File: src/pipmz_pkg.sv
// ----------------------------------------------------------------------------
// pipmz_pkg
// Types and codes shared by the polygon zone test block.
// ----------------------------------------------------------------------------
package pipmz_pkg;

   // operation codes of an input item
   typedef enum logic [1:0] {
      OP_WRITE_VERTEX = 2'd0,
      OP_SET_COUNT    = 2'd1,
      OP_QUERY        = 2'd2,
      OP_NONE         = 2'd3
   } op_type;

   // configuration register indexes
   localparam logic CSR_ROOM_COUNT     = 1'b0;
   localparam logic CSR_INVALID_MARKER = 1'b1;

   typedef struct packed {
      logic [1:0]         op;
      logic [3:0]         poly_index;
      logic [4:0]         vertex_index;
      logic signed [31:0] x_coord;
      logic signed [31:0] y_coord;
      logic signed [31:0] z_coord;
   } req_type;

   typedef struct packed {
      logic               inside_map;
      logic [7:0]         room_mask;
      logic signed [31:0] out_x;
      logic signed [31:0] out_y;
      logic signed [31:0] out_z;
   } rsp_type;

   // operands for one edge product pair
   typedef struct packed {
      logic signed [32:0] a;
      logic signed [32:0] b;
   } mul_req_type;

endpackage

File: src/pipmz_mul.sv
// ----------------------------------------------------------------------------
// pipmz_mul
// Shared registered signed multiplier, 33 by 33 bits, one product a cycle.
// ----------------------------------------------------------------------------
module pipmz_mul (
   input  logic                  clock,
   input  pipmz_pkg::mul_req_type mul_req,
   output logic signed [65:0]    product
);
   import pipmz_pkg::*;

   logic signed [65:0] product_ff;

   // one product, registered; operands sign extended to the full width
   always_ff @(posedge clock) begin
      product_ff <= 66'(mul_req.a) * 66'(mul_req.b);
   end

   assign product = product_ff;
endmodule

File: config.mk
export PLATFORM = sky130hd
export DESIGN_NAME = pipmz_mul
export DESIGN_NICKNAME = d
export VERILOG_FILES = /design/src/pipmz_pkg.sv /design/src/pipmz_mul.sv
export SDC_FILE = /design/constraint.sdc
export NUM_CORES = 2
export LEC_CHECK = 0
export BUFFER_PORTS_ARGS = -buffer_cell sky130_fd_sc_hd__clkbuf_2
export CORE_UTILIZATION = 49
export CTS_CLUSTER_DIAMETER = 120
export DETAILED_ROUTE_END_ITERATION = 8
export HOLD_SLACK_MARGIN = 0.12
export PLACE_DENSITY = 0.65
export SLEW_MARGIN = 10
export SYNTH_ARGS = -nofsm -noshare
export SYNTH_HDL_FRONTEND = slang
export SYNTH_SLANG_ARGS = --single-unit
File: constraint.sdc
create_clock -name clock -period 16.92 [get_ports clock]
set_input_delay 3.384 -clock clock [delete_from_list [all_inputs] [get_ports clock]]
set_output_delay 3.384 -clock clock [all_outputs]
set_load 0.03 [all_outputs]
==> run summary <==
DR WL/cell -> 19.8 um
NumNets Final -> 5709
Max-slew headroom -> 25.3%
Die Y -> 290 um
Cells after Synth -> 4338
initial antenna violation count -> 7
cts repair resizes -> 0
max cap viols -> 0
Detail Route Antenna Nets -> 0
Top FF cell, synth -> dfxtp_1
first-pass GRT wire length -> 173000 um
Final Slew Violations -> 0
core area -> 82100 um^2
Worst setup endpoint -> product[64]$_DFF_P_
CP required -> 17.21 ns
RSZ-0062 raised after global routing -> false
layout cells sized above 1 -> 4.78%
# setup viols final -> 0
clk buf depth -> 2
Placer Congestion -> 0.897
worst setup path startpoint -> mul_req[65]
CTS Hold Bufs -> 0
Critical Setup Path Class -> in2reg
max FFs per register -> 66
Synth Warn # -> 0
clock sinks -> 66
final-report hold violation count -> 0
gr ovfl total -> 0
crit-path max FO -> 33
cell mode on critical path -> fa_1
Avg Cell Area, Syn -> 9.39 um^2
post-CTS setup buffer count -> 0
Final TNS setup -> 0 ns
Initial Utilization -> 49.6%
slowest CP cell -> fa_1
CTS H-tree depth -> 3
hold depth -> 3
Vias/cell -> 5.30
largest net degree at the start of global routing -> 34
routed vias -> 28400
Syn Nets -> 5767
WP data arrival -> 11.64 ns
first drt pass iteration count -> 5
post-synthesis register bit count -> 66
Hold WC Path Type -> in2reg
crit path cell chain -> clkbuf_2, nand2_1, inv_1, fa_1, fa_1, fa_1, fa_1, fa_1, fa_1, fa_1, inv_1, fa_1, inv_1, ha_1, nand4_1, nor3_1, o311ai_4, nand3_2, a211oi_1, a311oi_1
number of library cell types mapped by synthesis -> 80
ys async rst share -> 0%
DIE AREA -> 84300 um^2
vias in the first global route -> 31100
Max stage delay on crit path -> 1.33 ns
# DRC -> 0
DR iter-0 viols -> 1492
Rows -> 105
Seq/Total Area, Yosys -> 3.24%
synthesized cell area -> 40700 um^2
Final HPWL DP -> 87800 um
CTS tree -> done
PortBufs -> 132
CTS Buf Count -> 9
Worst Tran Pin Value -> 1.12 ns
I/O pin total -> 133
Final period util -> 67.1%
die boundary width -> 290 um
Post-Route WL -> 106000 um
status -> completed
Worst setup SP type -> input pin
Area Overhead vs Synth -> 3.96%
crit end category -> flip-flop
Tmin final -> 11.35 ns
Max Clk Rate -> 88.1 MHz
Root Driver -> clkbuf_16
CTS clk-pin slew, worst paths -> 0.07 ns
GRT Overall Usage -> 26.7%
Post-synth EDFFs -> 0
## routing by layer
| layer | up-vias | track usage [%] | wire [um] | share of wire, % |
|---|---|---|---|---|
| li1 | 12200 | - | - | - |
| met1 | 15100 | 32.3 | 39000 | 37 |
| met2 | 881 | 47.9 | 56200 | 53 |
| met3 | 219 | 2.86 | 5630 | 5.3 |
| met4 | 2 | 12.3 | 5210 | 4.9 |
| met5 | - | 0 | 18 | 0.017 |
## synth_stat cells (3+ instances only)
cell type,number,share of area [%]
a21oi_1,57,0.70
o21ai_0,25,0.31
and2_1,562,8.6
nor3_1,7,0.086
nor2b_1,5,0.077
a211o_1,6,0.13
fa_1,1145,56
or2_2,3,0.046
o211ai_1,4,0.074
and4_1,5,0.11
o21a_1,6,0.11
nand2b_1,12,0.18
nand4_1,11,0.17
o21ai_1,6,0.074
inv_1,1131,10
nand2_1,551,5.1
a21o_1,36,0.66
or3_1,3,0.046
a31oi_1,8,0.12
dfxtp_1,66,3.2
buf_2,11,0.14
nor2_1,68,0.63
o31ai_4,3,0.16
o21bai_1,11,0.20
and3_1,5,0.077
nand3_1,25,0.31
a21oi_2,3,0.065
xnor2_1,43,0.92
xor2_1,25,0.54
clkbuf_1,208,1.9
ha_1,217,6.7
a211oi_2,3,0.092
a211oi_1,7,0.13
## kinds of logic (layout without fill, tap and decap cells)
logic type               Yosys count  after routing  share of synthesized area (%)
adder cells (fa/ha/maj)         1362           1362                           62.9
buffers and inverters           1352           1299                           12.5
AND/OR/NAND/NOR                 1271           1271                           15.8
AO/OA/AOI/OAI                    219            219                           4.07
XOR/XNOR                          68             68                           1.46
flip-flops                        66             66                           3.24
other                              0              4                              0
## layout make-up
| cell class | count | area [um^2] |
|---|---|---|
| fillers | 7667 | 39800 |
| repair buffers | 152 | 811 |
| clock inverters | 7 | 77.6 |
| multi-input cells | 2920 | 34300 |
| clock buffers | 9 | 225 |
| inverters | 1131 | 4250 |
| well taps | 1070 | 1340 |
| diodes | 4 | 10.0 |
| flip-flops and latches | 66 | 1320 |
## cells in the final DEF (no fill, tap or decap), types with 4 or more instances in the layout
cell / count
a211o_1: 6
a211oi_1: 7
a21o_1: 36
a21oi_1: 57
a31oi_1: 8
and2_1: 562
and3_1: 5
and4_1: 5
buf_4: 20
clkbuf_16: 9
clkbuf_2: 132
dfxtp_1: 66
diode_2: 4
fa_1: 1145
ha_1: 217
inv_1: 1131
nand2_1: 551
nand2b_1: 12
nand3_1: 25
nand4_1: 11
nor2_1: 68
nor2b_1: 5
nor3_1: 7
o211ai_1: 4
o21a_1: 6
o21ai_0: 25
o21ai_1: 6
o21bai_1: 11
xnor2_1: 43
xor2_1: 25
## critical path, delay by kind of cell
family,cells,cell delay [ns]
buffers and inverters,4,0.85
AO/OA/AOI/OAI,3,0.65
adder cells (fa/ha/maj),9,5.60
AND/OR/NAND/NOR,4,1.13
## worst min path at each step
| stage | start | to | slack (ns) |
|---|---|---|---|
| after global placement | product[30]$_DFF_P_ | product[30] | 3.83 |
| after detailed placement | product[0]$_DFF_P_ | product[0] | 3.83 |
| final | mul_req[33] | product[0]$_DFF_P_ | 3.67 |
| after global routing | mul_req[33] | product[0]$_DFF_P_ | 3.67 |
| after floorplan | mul_req[33] | product[0]$_DFF_P_ | 3.51 |
| after CTS | mul_req[33] | product[0]$_DFF_P_ | 3.61 |
## per-stage QoR
| step | instances | setup WS, ns | utilization [%] | hold WS (ns) | cell area, um^2 |
|---|---|---|---|---|---|
| floorplan | 4338 | 6.30 | - | 3.51 | 40700 |
| global placement | 5339 | 5.23 | 51.2 | 3.83 | 42000 |
| detailed placement | 5339 | 5.20 | 51.2 | 3.83 | 42000 |
| CTS | 5355 | 5.59 | 51.6 | 3.61 | 42300 |
| global route | 5358 | 5.11 | 51.6 | 3.67 | 42300 |
| finish | 5359 | 5.57 | 51.6 | 3.67 | 42300 |
Power is left out: the tool's default activity adds up to more than one toggle a clock period on the data nets, which glitch-free logic cannot reach.
